--- src/sv/rgb2yuv_pkg.sv ---
// ----------------------------------------------------------------------------
// rgb2yuv_pkg
// types and constants shared by the rgb888 to yuv420 converter
// ----------------------------------------------------------------------------
package rgb2yuv_pkg;

    localparam int CFG_IDX_W = 2;
    localparam int CFG_DATA_W = 13;

    localparam logic [CFG_IDX_W-1:0] CFG_FRAME_WIDTH  = 2'd0;
    localparam logic [CFG_IDX_W-1:0] CFG_FRAME_HEIGHT = 2'd1;

    localparam logic [CFG_DATA_W-1:0] RST_FRAME_WIDTH  = 13'd1920;
    localparam logic [CFG_DATA_W-1:0] RST_FRAME_HEIGHT = 13'd1080;

    localparam logic [7:0] Y_R = 8'd77;
    localparam logic [7:0] Y_G = 8'd150;
    localparam logic [7:0] Y_B = 8'd29;

    localparam logic [31:0] C_OFFSET = 32'd32768;
    localparam logic [31:0] C_FULL   = 32'd128;
    localparam logic [31:0] U_R      = 32'd43;
    localparam logic [31:0] U_G      = 32'd85;
    localparam logic [31:0] V_G      = 32'd107;
    localparam logic [31:0] V_B      = 32'd21;

    typedef struct packed {
        logic [7:0] red;
        logic [7:0] green;
        logic [7:0] blue;
    } t_pix;

    typedef struct packed {
        logic [7:0] luma;
        logic       chroma_valid;
        logic [7:0] u_chroma;
        logic [7:0] v_chroma;
        logic       frame_end;
    } t_yuv;

    typedef struct packed {
        logic [8:0] blue;
        logic [8:0] green;
        logic [8:0] red;
    } t_sums;

    typedef struct packed {
        logic col_odd;
        logic col_last;
        logic row_odd;
        logic row_last;
    } t_pos_flags;

endpackage

--- src/sv/rgb2yuv_pos.sv ---
// ----------------------------------------------------------------------------
// rgb2yuv_pos
// size registers and raster position counters
// ----------------------------------------------------------------------------
module rgb2yuv_pos #(
    parameter int MAX_WIDTH  = 7680,
    parameter int MAX_HEIGHT = 4320,
    parameter int AW         = 12
) (
    input  logic                                i_clk,
    input  logic                                i_rst_n,
    input  logic                                i_cfg_we,
    input  logic [rgb2yuv_pkg::CFG_IDX_W-1:0]   i_cfg_index,
    input  logic [rgb2yuv_pkg::CFG_DATA_W-1:0]  i_cfg_data,
    input  logic                                i_accept,
    output rgb2yuv_pkg::t_pos_flags             o_flags,
    output logic [AW-1:0]                       o_slot
);
    import rgb2yuv_pkg::*;

    localparam int CW = $clog2(MAX_WIDTH);
    localparam int RW = $clog2(MAX_HEIGHT);
    localparam int SW = ($clog2(MAX_WIDTH + 1) > CFG_DATA_W) ?
                        $clog2(MAX_WIDTH + 1) : CFG_DATA_W;
    localparam int SH = ($clog2(MAX_HEIGHT + 1) > CFG_DATA_W) ?
                        $clog2(MAX_HEIGHT + 1) : CFG_DATA_W;

    logic [CFG_DATA_W-1:0] r_frame_width;
    logic [CFG_DATA_W-1:0] r_frame_height;
    logic [CW-1:0]         r_col;
    logic [RW-1:0]         r_row;

    logic [SW-1:0] w_eff;
    logic [SH-1:0] h_eff;
    logic [SW:0]   col_nx;
    logic [SH:0]   row_nx;
    logic          col_last;
    logic          row_last;

    always_comb begin
        if (r_frame_width == '0) begin
            w_eff = SW'(1);
        end else if (SW'(r_frame_width) > SW'(MAX_WIDTH)) begin
            w_eff = SW'(MAX_WIDTH);
        end else begin
            w_eff = SW'(r_frame_width);
        end
        if (r_frame_height == '0) begin
            h_eff = SH'(1);
        end else if (SH'(r_frame_height) > SH'(MAX_HEIGHT)) begin
            h_eff = SH'(MAX_HEIGHT);
        end else begin
            h_eff = SH'(r_frame_height);
        end
        col_nx   = (SW + 1)'(r_col) + (SW + 1)'(1);
        row_nx   = (SH + 1)'(r_row) + (SH + 1)'(1);
        col_last = col_nx >= (SW + 1)'(w_eff);
        row_last = row_nx >= (SH + 1)'(h_eff);
    end

    assign o_flags.col_odd  = r_col[0];
    assign o_flags.col_last = col_last;
    assign o_flags.row_odd  = r_row[0];
    assign o_flags.row_last = row_last;
    assign o_slot           = AW'(r_col >> 1);

    always_ff @(posedge i_clk) begin
        if (!i_rst_n) begin
            r_frame_width  <= RST_FRAME_WIDTH;
            r_frame_height <= RST_FRAME_HEIGHT;
            r_col          <= '0;
            r_row          <= '0;
        end else begin
            if (i_cfg_we) begin
                case (i_cfg_index)
                    CFG_FRAME_WIDTH: begin
                        r_frame_width <= i_cfg_data;
                    end
                    CFG_FRAME_HEIGHT: begin
                        r_frame_height <= i_cfg_data;
                    end
                    default: begin
                    end
                endcase
            end
            if (i_accept) begin
                if (col_last) begin
                    r_col <= '0;
                    r_row <= row_last ? '0 : RW'(row_nx);
                end else begin
                    r_col <= CW'(col_nx);
                end
            end
        end
    end

endmodule

--- config.mk ---
export PLATFORM = sky130hd
export DESIGN_NAME = rgb2yuv_pos
export DESIGN_NICKNAME = d
export VERILOG_FILES = /design/src/sv/rgb2yuv_pkg.sv /design/src/sv/rgb2yuv_pos.sv
export SDC_FILE = /design/constraint.sdc
export NUM_CORES = 1
export LEC_CHECK = 0
export BUFFER_PORTS_ARGS = -buffer_cell sky130_fd_sc_hd__buf_2
export CELL_PAD_IN_SITES_DETAIL_PLACEMENT = 0
export CELL_PAD_IN_SITES_GLOBAL_PLACEMENT = 1
export CORE_MARGIN = 2
export CORE_UTILIZATION = 47
export DETAILED_ROUTE_END_ITERATION = 8
export GPL_TIMING_DRIVEN = 1
export PLACE_DENSITY_LB_ADDON = 0.3
export SLEW_MARGIN = 20
export SYNTH_ARGS = -nofsm -noshare
export SYNTH_HDL_FRONTEND = slang
export SYNTH_SLANG_ARGS = --single-unit
--- constraint.sdc ---
create_clock -name i_clk -period 7.5 [get_ports i_clk]
set_input_delay 1.5 -clock i_clk [delete_from_list [all_inputs] [get_ports i_clk]]
set_output_delay 1.5 -clock i_clk [all_outputs]
set_load 0.005 [all_outputs]
======== Word level (Yosys, flattened, before mapping) ========
Cells that the tools add are included.
operators by class
  multiplexer cells ....................... 6
  reduce and logical (&&, ||, !) cells .... 6
  equality and inequality tests ........... 1
  $lt $le $gt $ge ......................... 4
  $add $sub $neg .......................... 2
operator list
  cell                                                    count
  two-way mux 13 bit                                      6
  adder 13 x 1 -> 14 bit (second input constant)          2
  >= comparator 14 x 13 -> 1 bit                          2
  greater-than comparator 13 bit (second input constant)  2
  zero test 13 bit                                        2
  AND reduction 2 bit                                     3
  equality test 2 x 1 -> 1 bit (second input constant)    1
  zero test 2 bit                                         1
word-level totals
  input bits .............................. 19
  register bits ........................... 52
  logic and storage cells ................. 23

======== Logic depth before layout (Yosys ltp) ========
Gate-level depths: netlist of run 1.
  depth in word-level cells ............... 5
  depth in mapped cells ................... 14
  depth with buffers taken out ............ 13

======== Least setup slack after synthesis of run 1 ========
No wires, ideal clock.
  kind .................................... reg-to-output
  start point ............................. register r_frame_height[8]
  end point ............................... output port o_flags[0] (netlist name)
  arrival time ............................ 3141 ps
  cell stages (with the launch flop) ...... 14
  required time ........................... 6000 ps
  setup slack ............................. 2859 ps
  cells stage by stage .................... dfxtp_1 -> or4_1 -> o21ai_0 -> or2_2 -> clkbuf_1 -> nand2_1 -> ha_1 -> and3_1 -> a221oi_1 -> o21ai_0 -> a21oi_1 -> clkbuf_1 -> inv_1 -> buf_4
between the ends
  longest elaborated chain between the ends .. 4
  elaborated cells on any way between the ends .. 5
  those cells by class .................... order compare (2); mux (2); reduce/logical (1)
RTL lines
  what                                line               RTL
  start, declared                     rgb2yuv_pos.sv:29  logic [CFG_DATA_W-1:0] r_frame_height;
  start signal, assigned              rgb2yuv_pos.sv:80  r_frame_height <= i_cfg_data;
  greater-than comparator 13 bit      rgb2yuv_pos.sv:50  end else if (SH'(r_frame_height) > SH'(MAX_HEIGHT)) begin
  two-way mux 13 bit                  rgb2yuv_pos.sv:50
  two-way mux 13 bit (*)              rgb2yuv_pos.sv:48  if (r_frame_height == '0) begin
  >= comparator 14 x 13 -> 1 bit (*)  rgb2yuv_pos.sv:58  row_last = row_nx >= (SH + 1)'(h_eff);
  end, declared                       rgb2yuv_pos.sv:16  output rgb2yuv_pkg::t_pos_flags o_flags,
Every way passes the cells marked *; elsewhere a longest branch is shown, timed or not.

==> impl_metrics.toml, run 1 <==
[sta]
setup_violations = 0
setup_ws_ns = 2.56
post-route-period-util_pct = 65.9
rsz0062_at_grt = "false"
tightest_slew_ns = 0.856
drv_slew = 0
post-route-min-period_ns = 4.94
finClkSkew_ns = 0.0111
fmax_mhz = 202
setup_tns_ns = 0
relSlewSlack_pct = 42.9
timing.final.hold_violations = 0

[synthesis]
ys_types = 46
synth_top_area_share_pct = 32.5
syn_area_mm2 = 0.00320
syn-num-nets = 464
syn_inst = 417
postSynthRegisterBits = 52
synth_edf_count = 0
synth_top_cell_by_area = "dfxtp_1"
seq_area_frac_synth_pct = 32.5
yosys_warnings = 0
syn_avg_cell_area_um2 = 7.67
yosys-top-cells-area = "dfxtp_1, ha_1, nand2_1"
yosys_most_used_dff = "dfxtp_1"
async_flop_share_pct = 0

[power_and_ir_drop]
power_switching_share_pct = 26.1
total_leakage_power_nw = 1.43
ir_drop_mv = 0.0622
total_power_mw = 0.506
p_switching_mw = 0.132
p_comb_share_pct = 9.5
clkPwrFrac_pct = 33.6
p_int_mw = 0.374
power_density_mw_per_mm2 = 145
power_frac_seq_pct = 57.0

[floorplan]
initial_core_util_pct = 47.9
die_h_um = 86.5
placementRows = 30
io_pins = 35
dieArea_mm2 = 0.00748
die_w_um = 86.5
core-area_mm2 = 0.00668

[cells_and_area]
num_antenna_cells = 0
fin_util_pct = 52.2
fin_nets = 484
n_fill_cell = 695
drive_gt1_share_pct = 11.9
fin_cells = 518
synthToLayoutAreaGrowth_pct = 8.92

[setup_path]
worstSetupPathType = "reg -> out"
cp-start-kind = "flip-flop"
arrival_ns = 3.44
end_kind = "primary output"
crit_path_max_fanout = 15
critPathRequiredTime_ns = 6.00

[drt]
vias = 2989
post_drt_via_cell_ratio = 5.77
drt_first_iter_violations = 149
drc = 0
drtPass1Iterations = 5
drtAntennaViolNets = 0
wl_per_cell_um = 15.3
drt-total-wl_um = 7940

[clock_tree]
root_buffer = "clkbuf_8"
clk_latency_ns = 0.31
holdBufCountCts = 0
postCtsSetupBuffers = 0
cts_resized = 0
path_clk_slew_ns = 0.10
cts_sinks = 52
htree_levels = 2
numCtsBuffers = 5
clockBufferDepth = 2
tritoncts = "done"

[placed_design]
pre_cts_slack_ns = 2.94
detailed_place_hpwl_um = 5890
place.port_buffers = 34
dp.cells = 510
gp_congestion = 0.874

[global_route]
grt_pass1_wl_um = 13400
antenna_found_initial = 0
grt_pass1_vias = 2759
gr-usage-met2_pct = 34.3
track_usage_pct = 22.2
grt_util_met1_pct = 33.1
overflow = 0
grt_max_degree = 41
busiest_layer = "met2"
use_met3_pct = 3.43

[worst_hold_path]
hold_class = "reg -> reg"

[run_status]
status = "completed"

[flow_run]
maxCapViolations = 0
-- cells in the mapped netlist (2+ instances only) --
library cell / number
nand3_1: 32
dfxtp_1: 52
buf_4: 3
a31oi_1: 5
a21oi_1: 44
a211oi_1: 7
nor3_1: 6
nand3b_1: 2
o22ai_1: 4
nand4b_1: 3
a21o_1: 4
o21ai_0: 14
and2_1: 3
nand2_1: 90
clkbuf_1: 19
xnor2_1: 17
inv_1: 7
nand4_1: 13
and3_1: 6
or3_1: 5
nor2b_1: 2
nand2b_1: 3
and4_1: 4
nor4_1: 2
buf_2: 2
nor2_1: 10
xor2_1: 5
o211ai_1: 4
ha_1: 28
or4_1: 5
-- worst max-delay path: stages (launching register included) --
cell      delay [ns]
dfxtp_1         0.46
ha_1            0.30
and3_1          0.23
nand4_1         0.20
nor2_1          0.19
xor2_1          0.21
ha_1            0.27
nand3_1         0.11
nor2_1          0.06
or4_4           0.53
a211oi_4        0.24
inv_2           0.16
buf_2           0.16
-- layout by cell type, fill, tap and decap left out, types with 4 or more instances in the layout --
cell	instances
nand2_1	90
dfxtp_1	52
a21oi_1	44
buf_2	34
nand3_1	32
ha_1	28
xnor2_1	17
o21ai_0	14
nand4_1	13
nor2_1	10
inv_1	7
a211oi_1	7
and3_1	6
nor3_1	6
clkbuf_8	6
xor2_1	5
or4_1	5
a31oi_1	5
or3_1	5
and4_1	4
a21o_1	4
o211ai_1	4
o22ai_1	4
buf_4	4
-- cell families (layout without fill, tap and decap cells) --
logic type                 count (synthesis)  after routing  share of synthesized area, %
xor gates and xnor gates                  22             22                          6.02
DFF                                       52             52                          32.5
adders and majority gates                 28             28                          11.0
and+or+nand+nor                          191            191                          29.2
AOI/OAI and AO/OA                         90             90                          16.9
buffers and inverters                     34             55                          4.42
-- layer usage --
metal	part of all wire [%]	wire length, µm	vias to the layer above
li1	-	-	1530
met1	50	3990	1388
met2	45	3570	65
met3	4.1	326	6
met4	0.82	65	0
met5	0	0	-
-- metrics by stage --
step | hold WS [ns] | cell area [µm²]
2_1_floorplan | 0.444 | 3200
3_3_place_gp | 0.457 | 3390
3_5_place_dp | 0.465 | 3390
4_1_cts | 0.479 | 3480
5_1_grt | 0.507 | 3480
6_report | 0.478 | 3480
-- final cells by class --
type                            instances  area [µm²]  share of cell area, %
Multi-Input combinational cell        331        2020                   57.9
Sequential cell                        52        1040                   29.9
Timing Repair Buffer                   38         200                   5.75
Tap cell                               80         100                   2.87
Clock buffer                            6        82.6                   2.37
Inverter                                9        33.8                  0.969
Clock inverter                          2        10.0                  0.287
-- flip-flops by register name, summed over array words and instances (netlist names) --
name and flops:
r_frame_height 13, r_row 13, r_frame_width 13, r_col 13
-- path summary, 6_finish.rpt --
kind / start / to / slack, ns / cells after the start
min reg2reg: r_frame_height[8] / r_frame_height[8] / 0.48 / 2
min: r_frame_height[8] / r_frame_height[8] / 0.48 / 2
max: r_col[0] / o_flags[2] / 2.56 / 12
max reg2reg: r_col[0] / r_col[10] / 3.88 / 13
-- power by group through the flow --
stage / logic (mW) / clock network (mW) / registers (mW)
3_5_place_dp: 0.0483 / 0 / 0.295
6_report: 0.0478 / 0.170 / 0.288
3_3_place_gp: 0.0475 / 0 / 0.294
4_1_cts: 0.0485 / 0.176 / 0.288
5_1_grt: 0.0548 / 0.187 / 0.289
2_1_floorplan: 0.0322 / 0 / 0.293
Note: power is estimated with default switching activity, not from simulation.
==> inputs of run 2 (changes only) <==
--- a/config.mk
+++ b/config.mk
@@ -9,7 +9,7 @@
 export CELL_PAD_IN_SITES_DETAIL_PLACEMENT = 0
 export CELL_PAD_IN_SITES_GLOBAL_PLACEMENT = 1
 export CORE_MARGIN = 2
-export CORE_UTILIZATION = 47
+export CORE_UTILIZATION = 39
 export DETAILED_ROUTE_END_ITERATION = 8
 export GPL_TIMING_DRIVEN = 1
 export PLACE_DENSITY_LB_ADDON = 0.3
==> constraint.sdc (replaced) <==
create_clock -name i_clk -period 4.5 [get_ports i_clk]
set_input_delay 0.9 -clock i_clk [delete_from_list [all_inputs] [get_ports i_clk]]
set_output_delay 0.9 -clock i_clk [all_outputs]
set_load 0.005 [all_outputs]
==> impl_metrics.toml, run 2 (synthesis gave the netlist of run 1 again) <==
[clock_tree]
htree_levels = 2
numCtsBuffers = 5
root_buffer = "clkbuf_8"
clockBufferDepth = 2
tritoncts = "done"
postCtsSetupBuffers = 0
cts_sinks = 52
path_clk_slew_ns = 0.10
clk_latency_ns = 0.31

[sta]
timing.final.hold_violations = 0
setup_ws_ns = 0.249
post-route-min-period_ns = 4.25
relSlewSlack_pct = 39.3
drv_slew = 0
fmax_mhz = 235
whs_ns = 0.476
finClkSkew_ns = 0.0149
rsz0062_at_grt = "false"
post-route-period-util_pct = 94.5
tightest_slew_ns = 0.910
setup_violations = 0
setup_tns_ns = 0

[run_status]
status = "completed"

[setup_path]
worstSetupPathType = "reg -> out"
arrival_ns = 3.35
path_buf_inv = 2
crit_path_max_fanout = 15
slowest_stage = "or4_4"
crit_chain = "ha_2 > and3_1 > nand4_1 > nor2_1 > xor2_1 > ha_1 > nand3_1 > nor2_1 > or4_4 > a211oi_4 > inv_4 > buf_2"
path_common_cell = "nor2_1"
max_stage_delay_ns = 0.53
cp_top_family = "simple AND/OR/NAND/NOR gates"
end_kind = "primary output"
cp-start-kind = "flip-flop"
critPathRequiredTime_ns = 3.60

[power_and_ir_drop]
clkPwrFrac_pct = 33.4
p_comb_share_pct = 9.5
total_power_mw = 0.842
total_leakage_power_nw = 1.43
p_switching_mw = 0.216
ir_drop_mv = 0.0898
p_int_mw = 0.626
power_frac_seq_pct = 57.1
power_density_mw_per_mm2 = 239
power_switching_share_pct = 25.6

[cells_and_area]
fin_nets = 484
multi_input_area_mm2 = 0.00202
drive_gt1_share_pct = 12.1
final_cell_mix = "nand2_1, dfxtp_1, a21oi_1"
mostFrequentLayoutCell = "nand2_1"
n_fill_cell = 896
synthToLayoutAreaGrowth_pct = 10.1
fin_cells = 543
num_antenna_cells = 0
regArea_mm2 = 0.00104

[floorplan]
core-area_mm2 = 0.00809
die_h_um = 94.6
initial_core_util_pct = 39.5
io_pins = 35
placementRows = 33
dieArea_mm2 = 0.00894
die_w_um = 94.6

[drt]
wl_per_cell_um = 15.0
vias = 3017
drt_first_iter_violations = 104
drtPass1Iterations = 4
drtAntennaViolNets = 0
drc = 0
drt-total-wl_um = 8140
post_drt_via_cell_ratio = 5.56

[placed_design]
detailed_place_hpwl_um = 5940
gp_congestion = 0.828
place.port_buffers = 34
dp.cells = 535
pre_cts_slack_ns = 0.519

[worst_hold_path]
hold_class = "reg -> reg"

[global_route]
grt_pass1_wl_um = 13700
grt_pass1_vias = 2792
antenna_found_initial = 0
overflow = 0
track_usage_pct = 19.5
grt_max_degree = 45

[flow_run]
maxCapViolations = 0
-- run 2: changes by cell type in the layout (fill, tap and decap cells not counted) --
cell	delta
clkbuf_1	+2
clkinv_2	-2
dfxtp_1	-2
dfxtp_2	+2
ha_1	-1
ha_2	+1
inv_2	-1
inv_4	+1
-- run 2: per-stage QoR --
stage	cell area (µm²)	util, %
finish	3520	43.5
CTS	3510	43.4
global placement	3420	42.3
global route	3520	43.5
detailed placement	3420	42.3
floorplan	3200	-
-- run 2: final timing paths --
check                                       from               end  slack, ns  depth (start not counted)
worst max-delay path                    r_col[0]        o_flags[2]       0.25                         12
worst min-delay path            r_frame_width[4]  r_frame_width[4]       0.48                          2
worst max register to register          r_col[0]         r_col[10]       0.98                         13
worst min register to register  r_frame_width[4]  r_frame_width[4]       0.48                          2
-- run 2: metal layers --
| layer | global-route usage (%) | vias up | wire length [µm] |
|---|---|---|---|
| met5 | 0 | - | 0 |
| met4 | 5.19 | 0 | 91 |
| met3 | 2.47 | 7 | 327 |
| met2 | 30.6 | 71 | 3650 |
| met1 | 28.1 | 1408 | 4070 |
| li1 | - | 1531 | - |
-- run 2: worst min-delay path: stages (launching register included) --
cell and delay (ns):
dfxtp_1 0.33, nand2_1 0.06, a21oi_1 0.05
-- run 2: timing repair --
action / CTS / global route
hold buffers: 0 / 0
setup endpoints to repair: 0 / 1
resized for setup: 0 / 4
endpoints found under the hold margin: 0 / 0
-- run 2: final cells by class --
cell class	instances	area share, %
clock buffer	8	2.56
multi-input combinational	331	57.4
tap	105	3.73
inverter	9	1.03
sequential	52	29.6
timing repair buffer	38	5.69
-- run 2: power by group through the flow --
stage                     clock network (mW)  registers [mW]  logic (mW)
final                                  0.281           0.481      0.0803
after global routing                   0.301           0.483      0.0926
after CTS                              0.290           0.480      0.0810
after detailed placement                   0           0.491      0.0808
after global placement                     0           0.491      0.0804
after floorplan                            0           0.488      0.0537
