## config.mk

```make
export PLATFORM = sky130hd
export DESIGN_NAME = rgb2yuv_core
export DESIGN_NICKNAME = d
export VERILOG_FILES = /design/src/sv/rgb2yuv_pkg.sv /design/src/sv/rgb2yuv_core.sv
export SDC_FILE = /design/constraint.sdc
export NUM_CORES = 1
export LEC_CHECK = 0
export ABC_AREA = 1
export BUFFER_PORTS_ARGS = -buffer_cell sky130_fd_sc_hd__buf_2
export CAP_MARGIN = 10
export CORE_MARGIN = 1.5
export CORE_UTILIZATION = 40
export DETAILED_ROUTE_END_ITERATION = 16
export SKIP_CTS_REPAIR_TIMING = 1
export SYNTH_ARGS = -nofsm -noshare
export SYNTH_HDL_FRONTEND = slang
export SYNTH_SLANG_ARGS = --single-unit
```

## constraint.sdc

```tcl
create_clock -name i_clk -period 25.4 [get_ports i_clk]
set_input_delay 5.08 -clock i_clk [delete_from_list [all_inputs] [get_ports i_clk]]
set_output_delay 5.08 -clock i_clk [all_outputs]
set_load 0.01 [all_outputs]
```

## src/sv/rgb2yuv_pkg.sv

```systemverilog
// ----------------------------------------------------------------------------
// rgb2yuv_pkg
// types and constants shared by the rgb888 to yuv420 converter
// ----------------------------------------------------------------------------
package rgb2yuv_pkg;

    localparam int CFG_IDX_W = 2;
    localparam int CFG_DATA_W = 13;

    localparam logic [CFG_IDX_W-1:0] CFG_FRAME_WIDTH  = 2'd0;
    localparam logic [CFG_IDX_W-1:0] CFG_FRAME_HEIGHT = 2'd1;

    localparam logic [CFG_DATA_W-1:0] RST_FRAME_WIDTH  = 13'd1920;
    localparam logic [CFG_DATA_W-1:0] RST_FRAME_HEIGHT = 13'd1080;

    localparam logic [7:0] Y_R = 8'd77;
    localparam logic [7:0] Y_G = 8'd150;
    localparam logic [7:0] Y_B = 8'd29;

    localparam logic [31:0] C_OFFSET = 32'd32768;
    localparam logic [31:0] C_FULL   = 32'd128;
    localparam logic [31:0] U_R      = 32'd43;
    localparam logic [31:0] U_G      = 32'd85;
    localparam logic [31:0] V_G      = 32'd107;
    localparam logic [31:0] V_B      = 32'd21;

    typedef struct packed {
        logic [7:0] red;
        logic [7:0] green;
        logic [7:0] blue;
    } t_pix;

    typedef struct packed {
        logic [7:0] luma;
        logic       chroma_valid;
        logic [7:0] u_chroma;
        logic [7:0] v_chroma;
        logic       frame_end;
    } t_yuv;

    typedef struct packed {
        logic [8:0] blue;
        logic [8:0] green;
        logic [8:0] red;
    } t_sums;

    typedef struct packed {
        logic col_odd;
        logic col_last;
        logic row_odd;
        logic row_last;
    } t_pos_flags;

endpackage

```

## src/sv/rgb2yuv_core.sv

```systemverilog
// ----------------------------------------------------------------------------
// rgb2yuv_core
// pixel register, luma and block chroma math, result register
// ----------------------------------------------------------------------------
module rgb2yuv_core #(
    parameter int AW = 12
) (
    input  logic                     i_clk,
    input  logic                     i_rst_n,
    input  logic                     i_in_valid,
    output logic                     o_in_stall,
    input  rgb2yuv_pkg::t_pix        i_in_pix,
    output logic                     o_accept,
    input  rgb2yuv_pkg::t_pos_flags  i_flags,
    input  logic [AW-1:0]            i_slot,
    input  rgb2yuv_pkg::t_sums       i_top,
    output logic                     o_wr_en,
    output logic [AW-1:0]            o_wr_addr,
    output rgb2yuv_pkg::t_sums       o_wr_data,
    output logic                     o_out_valid,
    input  logic                     i_out_stall,
    output rgb2yuv_pkg::t_yuv        o_out_yuv
);
    import rgb2yuv_pkg::*;

    logic       r_s1_vld;
    t_pix       r_s1_pix;
    t_pos_flags r_s1_flags;
    logic [AW-1:0] r_s1_slot;
    t_sums      r_pair;
    logic       r_out_vld;
    t_yuv       r_out;

    logic  out_free;
    logic  s1_adv;
    t_sums n_pair;
    t_yuv  n_out;
    logic  blk_col;
    logic  blk_row;
    logic [15:0] y_sum;
    logic [9:0]  sr, sg, sb;
    logic [9:0]  ar, ag, ab;
    logic [1:0]  sh;
    logic [31:0] e_u, e_v;
    logic [23:0] q_u, q_v;

    assign out_free   = !r_out_vld || !i_out_stall;
    assign s1_adv     = r_s1_vld && out_free;
    assign o_in_stall = r_s1_vld && !out_free;
    assign o_accept   = i_in_valid && !o_in_stall;

    always_comb begin
        y_sum = 16'(Y_R * r_s1_pix.red) + 16'(Y_G * r_s1_pix.green)
              + 16'(Y_B * r_s1_pix.blue);

        if (r_s1_flags.col_odd) begin
            n_pair.red   = r_pair.red   + 9'(r_s1_pix.red);
            n_pair.green = r_pair.green + 9'(r_s1_pix.green);
            n_pair.blue  = r_pair.blue  + 9'(r_s1_pix.blue);
        end else begin
            n_pair.red   = 9'(r_s1_pix.red);
            n_pair.green = 9'(r_s1_pix.green);
            n_pair.blue  = 9'(r_s1_pix.blue);
        end

        blk_col = r_s1_flags.col_odd || r_s1_flags.col_last;
        blk_row = r_s1_flags.row_odd || r_s1_flags.row_last;

        sr = 10'(n_pair.red);
        sg = 10'(n_pair.green);
        sb = 10'(n_pair.blue);
        if (r_s1_flags.row_odd) begin
            sr = sr + 10'(i_top.red);
            sg = sg + 10'(i_top.green);
            sb = sb + 10'(i_top.blue);
        end
        sh = 2'(r_s1_flags.col_odd) + 2'(r_s1_flags.row_odd);
        ar = sr >> sh;
        ag = sg >> sh;
        ab = sb >> sh;

        e_u = C_OFFSET + C_FULL * 32'(ab) - U_R * 32'(ar) - U_G * 32'(ag);
        e_v = C_OFFSET + C_FULL * 32'(ar) - V_G * 32'(ag) - V_B * 32'(ab);
        q_u = e_u[31:8];
        q_v = e_v[31:8];

        n_out.luma         = y_sum[15:8];
        n_out.chroma_valid = blk_col && blk_row;
        n_out.u_chroma     = '0;
        n_out.v_chroma     = '0;
        if (blk_col && blk_row) begin
            n_out.u_chroma = (q_u > 24'd255) ? 8'hFF : q_u[7:0];
            n_out.v_chroma = (q_v > 24'd255) ? 8'hFF : q_v[7:0];
        end
        n_out.frame_end = r_s1_flags.col_last && r_s1_flags.row_last;
    end

    assign o_wr_en   = s1_adv && blk_col && !blk_row;
    assign o_wr_addr = r_s1_slot;
    assign o_wr_data = n_pair;

    always_ff @(posedge i_clk) begin
        if (!i_rst_n) begin
            r_s1_vld  <= 1'b0;
            r_out_vld <= 1'b0;
            r_pair    <= '0;
        end else begin
            if (o_accept) begin
                r_s1_vld <= 1'b1;
            end else if (s1_adv) begin
                r_s1_vld <= 1'b0;
            end
            if (out_free) begin
                r_out_vld <= r_s1_vld;
            end
            if (s1_adv) begin
                r_pair <= n_pair;
            end
        end
    end

    always_ff @(posedge i_clk) begin
        if (o_accept) begin
            r_s1_pix   <= i_in_pix;
            r_s1_flags <= i_flags;
            r_s1_slot  <= i_slot;
        end
        if (s1_adv) begin
            r_out <= n_out;
        end
    end

    assign o_out_valid = r_out_vld;
    assign o_out_yuv   = r_out;

endmodule

```

Word level (Yosys, flattened, before mapping)
Cells that the tools add are included.

Add/sub/neg operators: 15. $mul: 7. $lt $le $gt $ge: 2. Shifts and indexed selects: 3. Mux-type cells: 8. Reduce and logical (&&, ||, !) cells: 16.

Operators by type and width (count): 24-bit by 8-bit greater-than comparator with 1-bit output, second input constant (2); 16-bit by 17-bit adder with 18-bit output, first input constant (2); 7-bit by 10-bit multiplier with 17-bit output, first input constant (2); 9-bit by 9-bit adder with 10-bit output (3); 7-bit by 8-bit multiplier with 15-bit output, first input constant (2); 10-bit two-way mux (3); 10-bit by 2-bit >> shifter with 10-bit output (3); 9-bit by 8-bit adder with 9-bit output (3); 27-bit two-way mux (1); 19-bit by 16-bit subtractor with 20-bit output (1); 19-bit by 18-bit subtractor with 20-bit output (1); 18-bit by 16-bit subtractor with 19-bit output (1); 18-bit by 17-bit subtractor with 19-bit output (1); 15-bit by 16-bit adder with 16-bit output (1); 16-bit by 13-bit adder with 16-bit output (1); 6-bit by 10-bit multiplier with 16-bit output, first input constant (1); 8-bit two-way mux (2); 5-bit by 10-bit multiplier with 15-bit output, first input constant (1); 5-bit by 8-bit multiplier with 13-bit output, first input constant (1); 1-bit logical AND (7); 1-bit zero test (5); 1-bit logical OR (3); 1-bit by 1-bit adder with 2-bit output (1); 1-bit two-way mux (2); 2-bit nonzero test (1).

Register bits after elaboration: 95. Input port bits: 71. Output and inout port bits: 69. Logic and storage cells: 69.

Longest topological paths before layout
Gate-level depths: netlist of the first run.

Word-level depth: 10. Mapped depth: 55.

Worst setup path after synthesis of the first run
Ideal clock, no wire load.

Path kind: input -> register. From: in i_top[0] in the netlist's numbering. To: reg r_out (netlist bit o_out_yuv[10]), data pin. Setup time: 249 ps. Data arrival time: 11664 ps. Required time: 25151 ps. Path slack: 13487 ps. Cell stages on the path: 44. Buffers on the path: 0. Cell sequence: ha_1 inv_1 fa_1 nor2_1 a211oi_1 nor2_1 nor2_1 o21bai_1 nand2_1 nand2_1 nand2_1 nand2_1 nand2_1 nand3_1 a31oi_1 o21ai_0 ha_1 inv_1 [8 not listed] nand3_1 nand2_1 a21oi_1 o21ai_0 nand2_1 nand2_1 a21oi_1 o21ai_0 xor2_1 ha_1 nand2_1 nor4_1 a21o_1 nand2_1 a21oi_4 nand4_1 nand2_1 inv_1.

Word-level cells in the longest chain between the ends: 8.

Ends and longest elaborated chain: from (decl) (RTL line rgb2yuv_core.sv:16) `input rgb2yuv_pkg::t_sums i_top,`; 9-bit by 9-bit adder with 10-bit output (*) (RTL line rgb2yuv_core.sv:73) `sr = sr + 10'(i_top.red);`; 10-bit two-way mux (*) (RTL line rgb2yuv_core.sv:72) `if (r_s1_flags.row_odd) begin`; 10-bit by 2-bit >> shifter with 10-bit output (*) (RTL line rgb2yuv_core.sv:78) `ar = sr >> sh;`; 6-bit by 10-bit multiplier with 16-bit output (*) (RTL line rgb2yuv_core.sv:82) `e_u = C_OFFSET + C_FULL * 32'(ab) - U_R * 32'(ar) - U_G * 32'(ag);`; 18-bit by 16-bit subtractor with 19-bit output (*) (RTL line rgb2yuv_core.sv:82); 19-bit by 18-bit subtractor with 20-bit output (*) (RTL line rgb2yuv_core.sv:82); 24-bit by 8-bit greater-than comparator with 1-bit output (RTL line rgb2yuv_core.sv:92) `n_out.u_chroma = (q_u > 24'd255) ? 8'hFF : q_u[7:0];`; 8-bit two-way mux (*) (RTL line rgb2yuv_core.sv:92); to (signal assigned) (RTL line rgb2yuv_core.sv:129) `r_out <= n_out;`; to (decl) (RTL line rgb2yuv_core.sv:32) `t_yuv r_out;`.

Every way passes the cells marked *; elsewhere a longest branch is shown, timed or not. A chain may end at the register's enable or synchronous reset.

Final worst setup path of the first run
From: in i_top[0] in the netlist's numbering. To: reg r_out (netlist bit o_out_yuv[13]), data pin.

Same word-level chain as after synthesis.

==> results of run 1 <==
synth_stat cells (5+ instances only):
library cell	number
nand2_2	16
nor4_1	10
o21bai_1	16
or2_1	5
buf_1	9
nor2_1	140
dfxtp_1	29
buf_2	8
xnor2_1	33
inv_1	459
o21ai_1	19
nand3_1	66
edfxtp_1	66
nand3b_1	9
a211oi_1	5
nand4_1	11
a21oi_1	133
a31oi_1	10
or2_2	6
o21ai_0	97
fa_1	136
nor3_1	7
o21ai_2	11
o21a_1	6
nand2_1	363
o211ai_1	7
clkbuf_1	12
xor2_1	64
ha_1	334
layer usage:
metal	wire (µm)	vias to the layer above	global-route usage, %
met3	1692	44	2.989
li1	-	7085	-
met5	0	-	0
met1	21150	6557	29.07
met2	20090	258	35.22
met4	708	0	5.336
kinds of logic after synthesis:
kind of cell | synth area share [%]
AO/OA/AOI/OAI | 11.02
XOR/XNOR | 5.058
adder cells (fa/ha/maj) | 41.09
buffers and inverters | 11.33
flip-flops | 15.26
AND/OR/NAND/NOR | 16.25
cell type report:
class / instances / area, µm²
multi-input cells: 1537 / 12340
flip-flops and latches: 95 / 2562
inverters: 464 / 1742
repair buffers: 150 / 778.2
clock buffers: 11 / 264.0
fillers: 4179 / 22700
well taps: 532 / 665.6
clock inverters: 5 / 61.31
tightest hold or removal path, cell delays in order (launching register included):
cell and delay (ns):
dfxtp_1 0.34, o21ai_0 0.09, nor2_1 0.08
per-stage QoR:
stage               util [%]  area, µm²  setup WS, ns
CTS                    44.79      18410         12.74
global placement       44.00      18090         12.54
finish                 44.79      18410         12.70
detailed placement     44.00      18090         12.36
floorplan                  -      16800         13.49
global route           44.79      18410         11.86
path summary, 6_finish.rpt:
check | start | endpoint | slack [ns] | cells after the start
max | i_top[0] | o_out_yuv[13] | 12.70 | 45
min | r_pair[0] | r_pair[0] | 0.54 | 2
max reg2reg | r_s1_pix[16] | o_out_yuv[13] | 15.65 | 52
min reg2reg | r_pair[0] | r_pair[0] | 0.54 | 2
registers in the layout, summed over array words and instances (netlist names):
name / flops
o_out_valid: 1
o_out_yuv: 26
o_wr_addr: 12
r_pair: 27
r_s1_flags: 4
r_s1_pix: 24
r_s1_vld: 1
==> run_results.csv, run 1 <==
group,metric,value,unit
route,remaining_drc_errors,0,
synthesis,seq_area_frac_synth,15.26,%
clock_tree,cts_tree,"built",
place,dpl.hpwl,37370,µm
synthesis,synth_edf_count,66,
critical_path,worstPathMaxFanout,8,
timing,hold_viol,0,
clock_tree,clk_latency,0.39,ns
synthesis,synth_nets,2669,
timing,fin_hold_ws,0.5386,ns
timing,slew_headroom,26.52,%
die,initial_core_util,40.86,%
global_routing,grt.total_usage,21.24,%
critical_path,critPathTopFamily,"adder cells",
timing,clock_skew,0.01027,ns
timing,fin_tns_setup,0,ns
timing,worstMarginPinSlew,1.091,ns
clock_tree,numCtsBuffers,9,
synthesis,synth_area,0.01680,mm²
synthesis,syn_avg_cell_area,7.893,µm²
die,die-area,0.04323,mm²
place,place_congestion,0.8761,
synthesis,ys_warn_count,0,
route,wirelength,43640,µm
critical_path,cp.arrival,12.85,ns
synthesis,syn_inst,2128,
timing,period_share,49.99,%
critical_path,cp_common_cell,"nand2_1",
finish,diodes,0,
timing,drv_slew,0,
synthesis,synth_seq_cells,95,
route,dr_total_vias,13940,
global_routing,grt_start_max_net_pins,42,
synthesis,synth_area_leader_cell,"ha_1",
route,vias_per_cell,4.991,
timing,setup_viol,0,
synthesis,synth_ff_type,"edfxtp_1",
critical_path,slowest_delay,0.69,ns
clock_tree,h-tree-depth,3,
route,avgRoutedWirePerCell,15.62,µm
critical_path,crit_path_end_kind,"flop",
critical_path,crit_required,25.55,ns
critical_path,cp-start-kind,"input port",
timing,fmax,78.76,MHz
die,coreArea,0.04111,mm²
global_routing,antenna_found_initial,0,
synthesis,ys_top_cells_by_area,"ha_1, fa_1, edfxtp_1",
clock_tree,cts_buffer_depth,2,
global_routing,grt_pass1_wl,73050,µm
finish,drive_gt1_share,9.593,%
route,ant_nets,0,
place,dp_cells,2778,
critical_path,path_class,"input port to flop",
clock_tree,clk_pin_slew,0.07,ns
synthesis,synth.distinct_cells,51,
clock_tree,cts_sinks,95,
critical_path,crit_slowest_cell,"o21ai_0",
clock_tree,root_buffer,"clkbuf_16",
timing,rsz0062_at_grt,"no",
finish,nets,2798,
finish,final_common_cell,"inv_1",
global_routing,grt_pass1_vias,14080,
die,io-pin-count,140,
place,numPortBuffers,139,
synthesis,synth_top_area_share,24.88,%
run,drv_cap,0,
route,dr.pass1.iters,5,
finish,area_delta_synth_final,9.617,%
global_routing,overflow,0,
worst_hold_path,holdCritPathClass,"flop to flop",
die,die_h,207.9,µm
timing,post-route-min-period,12.70,ns
route,drt_iter0_markers,650,
die,core.rowCount,74,
outcome,status,"finished clean",
critical_path,crit_buf_inv,6,
die,fp.dieW,207.9,µm
synthesis,synthArstFlopShare,0,%
finish,layout_common_cells,"inv_1, nand2_1, ha_1",
finish,final_cells,2794,
Power of run 1 is left out: the tool's default activity adds up to more than one toggle a clock period on the data nets, which glitch-free logic cannot reach.
==> run 2: changes to the inputs <==
- clock period: 25.4 -> 13 ns (I/O delays scaled with it)
==> run_results.csv, run 2 (synthesized netlist as in run 1, its figures left out) <==
group,metric,value,unit
global_routing,antenna_found_initial,0,
die,initial_core_util,40.86,%
finish,top_register,"r_pair",
global_routing,overflow,0,
clock_tree,clk_pin_slew,0.08,ns
critical_path,cp.arrival,10.39,ns
critical_path,cp_common_cell,"nand2_1",
route,drt_iter0_markers,682,
route,ant_nets,0,
timing,rsz0062_at_grt,"no",
clock_tree,cts_tree,"built",
route,remaining_drc_errors,0,
route,wirelength,44080,µm
finish,largest_reg_flops,27,
finish,drive_gt1_share,9.513,%
place,numPortBuffers,139,
die,die_h,207.9,µm
timing,fin_tns_setup,0,ns
critical_path,slowest_delay,0.69,ns
route,dr.pass1.iters,5,
finish,nets,2796,
route,vias_per_cell,4.981,
critical_path,crit_slowest_cell,"o21ai_0",
critical_path,worstPathMaxFanout,8,
outcome,status,"finished clean",
die,fp.dieW,207.9,µm
finish,final_cells,2792,
timing,setup_viol,0,
route,avgRoutedWirePerCell,15.79,µm
clock_tree,cts_sinks,95,
route,dr_total_vias,13910,
critical_path,cp-start-kind,"input port",
timing,fmax,97.72,MHz
worst_hold_path,holdCritPathClass,"flop to flop",
timing,slew_headroom,28.57,%
clock_tree,clk_latency,0.40,ns
finish,final_common_cell,"inv_1",
die,core.rowCount,74,
run,drv_cap,0,
global_routing,grt_pass1_vias,13790,
critical_path,crit_path_end_kind,"flop",
die,io-pin-count,140,
clock_tree,cts_buffer_depth,2,
timing,period_share,78.71,%
die,die-area,0.04323,mm²
clock_tree,root_buffer,"clkbuf_16",
place,place_congestion,0.8741,
timing,clock_skew,0.01463,ns
critical_path,path_class,"input port to flop",
clock_tree,numCtsBuffers,9,
die,coreArea,0.04111,mm²
finish,area_delta_synth_final,9.475,%
place,dpl.hpwl,37450,µm
timing,worstMarginPinSlew,1.066,ns
critical_path,crit_required,13.16,ns
finish,diodes,0,
finish,layout_common_cells,"inv_1, nand2_1, ha_1",
global_routing,grt_pass1_wl,71850,µm
global_routing,grt.total_usage,20.97,%
timing,post-route-min-period,10.23,ns
clock_tree,h-tree-depth,3,
global_routing,grt_start_max_net_pins,42,
place,dp_cells,2776,
timing,drv_slew,0,
timing,hold_viol,0,
[run 2: cell types whose count changed in the layout (fill, tap and decap cells not counted)]
cell | before | now
bufinv_16 | 1 | 0
inv_6 | 1 | 0
clkinvlp_4 | 0 | 1
clkinv_8 | 0 | 1
clkinv_4 | 2 | 1
inv_8 | 0 | 3
clkinv_2 | 1 | 0
buf_4 | 11 | 9
clkbuf_8 | 1 | 0
[run 2: path summary, 6_finish.rpt]
kind / to / cells past startpoint / startpoint / slack, ns
max: o_out_yuv[12] / 45 / i_top[0] / 2.77
min: r_pair[21] / 2 / r_pair[21] / 0.52
max reg2reg: o_out_yuv[12] / 52 / r_s1_pix[16] / 3.18
min reg2reg: r_pair[21] / 2 / r_pair[21] / 0.52
[run 2: critical path: cells and delay by family]
kind / cells / cell delay (ns)
buffers and inverters: 6 / 0.41
and+or+nand+nor: 19 / 1.86
adders and majority gates: 8 / 2.86
xor gates and xnor gates: 1 / 0.31
AOI/OAI and AO/OA: 11 / 2.35
[run 2: per-layer routing]
layer | vias up | share of wire [%] | wire, µm | global-route usage (%)
li1 | 7080 | - | - | -
met1 | 6570 | 49 | 21800 | 29.18
met2 | 232 | 46 | 20170 | 34.83
met3 | 24 | 3.6 | 1608 | 2.672
met4 | 0 | 1.1 | 502 | 4.354
met5 | - | 0 | 0 | 0
[run 2: per-stage QoR]
stage               utilization [%]  instance area (µm²)  hold slack [ns]  worst slack, ns
finish                        44.73                18390           0.5181            2.767
global route                  44.73                18390           0.5450            2.047
CTS                           44.73                18390           0.5188            2.800
detailed placement            43.96                18070           0.4918            2.399
global placement              43.96                18070           0.4977            2.570
floorplan                         -                16800           0.4569            3.567
[run 2: layout make-up]
| type | instances | area (µm²) |
|---|---|---|
| Clock buffer | 10 | 250.2 |
| Fill cell | 4143 | 22720 |
| Inverter | 464 | 1742 |
| Sequential cell | 95 | 2562 |
| Tap cell | 532 | 665.6 |
| Clock inverter | 6 | 66.31 |
| Multi-Input combinational cell | 1537 | 12340 |
| Timing Repair Buffer | 148 | 763.2 |
Power of run 2 is left out for the same reason.
==> run 3: changes to the inputs <==
- clock period: 13 -> 10.4 ns (I/O delays scaled with it)
==> run_results.csv, run 3 (synthesized netlist as in run 1, its figures left out) <==
group,metric,value,unit
die,die-area,0.04323,mm²
clock_tree,root_buffer,"clkbuf_16",
place,place_area,0.01811,mm²
timing,clock_skew,0.01488,ns
die,io-pin-count,140,
global_routing,grt_pass1_wl,72230,µm
global_routing,antenna_found_initial,0,
finish,nets,2801,
clock_tree,cts_tree,"built",
timing,period_share,91.33,%
finish,area_delta_synth_final,9.505,%
worst_hold_path,holdCritPathClass,"flop to flop",
finish,fillers,4131,
critical_path,crit_path_end_kind,"flop",
critical_path,worstPathMaxFanout,8,
place,place_congestion,0.9108,
clock_tree,cts_buffer_depth,2,
clock_tree,h-tree-depth,3,
timing,fin_tns_setup,0,ns
timing,worstMarginPinSlew,1.007,ns
critical_path,path_class,"input port to flop",
timing,post-route-min-period,9.499,ns
timing,rsz0062_at_grt,"no",
route,drt_iter0_markers,731,
timing,fmax,105.3,MHz
clock_tree,cts_sinks,95,
critical_path,cp_common_cell,"inv_1",
route,remaining_drc_errors,0,
finish,fin_area,0.01839,mm²
finish,top_register,"r_pair",
route,avgRoutedWirePerCell,15.65,µm
timing,fin_hold_ws,0.5182,ns
critical_path,crit_slowest_cell,"fa_1",
finish,final_common_cell,"inv_1",
die,core.rowCount,74,
clock_tree,clk_latency,0.40,ns
die,coreArea,0.04111,mm²
outcome,status,"finished clean",
route,ant_nets,0,
clock_tree,numCtsBuffers,9,
place,numPortBuffers,139,
global_routing,grt.total_usage,21.03,%
critical_path,cp-start-kind,"input port",
die,die_h,207.9,µm
run,drv_cap,0,
finish,drive_gt1_share,9.713,%
route,wirelength,43770,µm
place,dpl.hpwl,37510,µm
finish,diodes,0,
route,vias_per_cell,4.996,
route,dr_total_vias,13980,
die,fp.dieW,207.9,µm
route,dr.pass1.iters,5,
die,initial_core_util,40.86,%
global_routing,grt_pass1_vias,14120,
global_routing,overflow,0,
clock_tree,clk_pin_slew,0.07,ns
finish,largest_reg_flops,27,
timing,drv_slew,0,
timing,hold_viol,0,
global_routing,grt_start_max_net_pins,42,
timing,slew_headroom,32.85,%
finish,layout_common_cells,"inv_1, nand2_1, ha_1",
critical_path,slowest_delay,0.56,ns
timing,setup_viol,0,
critical_path,crit_required,10.55,ns
critical_path,cp.arrival,9.65,ns
==> run 3: final timing paths <==
kind,slack (ns),depth (start not counted),from,endpoint
setup / recovery,0.90,42,i_top[9],o_out_yuv[12]
hold / removal,0.52,2,o_out_valid,o_out_valid
setup reg to reg,0.98,46,r_s1_pix[8],o_out_yuv[12]
hold reg to reg,0.52,2,o_out_valid,o_out_valid
==> run 3: area by class of cell <==
cell class	instances	area, µm²	share of cell area, %
inverter	464	1742	9.469
clock buffer	10	239.0	1.299
tap	532	665.6	3.619
timing repair buffer	153	800.8	4.353
multi-input combinational	1537	12340	67.10
clock inverter	6	41.29	0.2245
sequential	95	2562	13.93
==> run 3: worst max-delay path: cells and delay by family <==
family                   cells  cell delay [ns]
AO/OA/AOI/OAI               13             2.41
XOR/XNOR                     1             0.14
adder cells (fa/ha/maj)      8             3.14
buffers and inverters        8             0.52
AND/OR/NAND/NOR             12             1.34
==> run 3: through the flow <==
step	std cells	setup WS, ns	util (%)
after global placement	2781	0.6008	44.05
after CTS	2797	0.6119	44.73
after detailed placement	2781	0.3553	44.05
after floorplan	2128	1.487	-
after global routing	2797	0.07321	44.74
final	2797	0.9013	44.74
==> run 3: per-layer routing <==
metal	track usage (%)	share of wire (%)	up-vias
li1	-	-	7091
met1	29.03	49	6516
met2	34.04	44	317
met3	2.868	4.6	51
met4	6.620	2.4	0
met5	0	0	-
Power of run 3 is left out for the same reason.
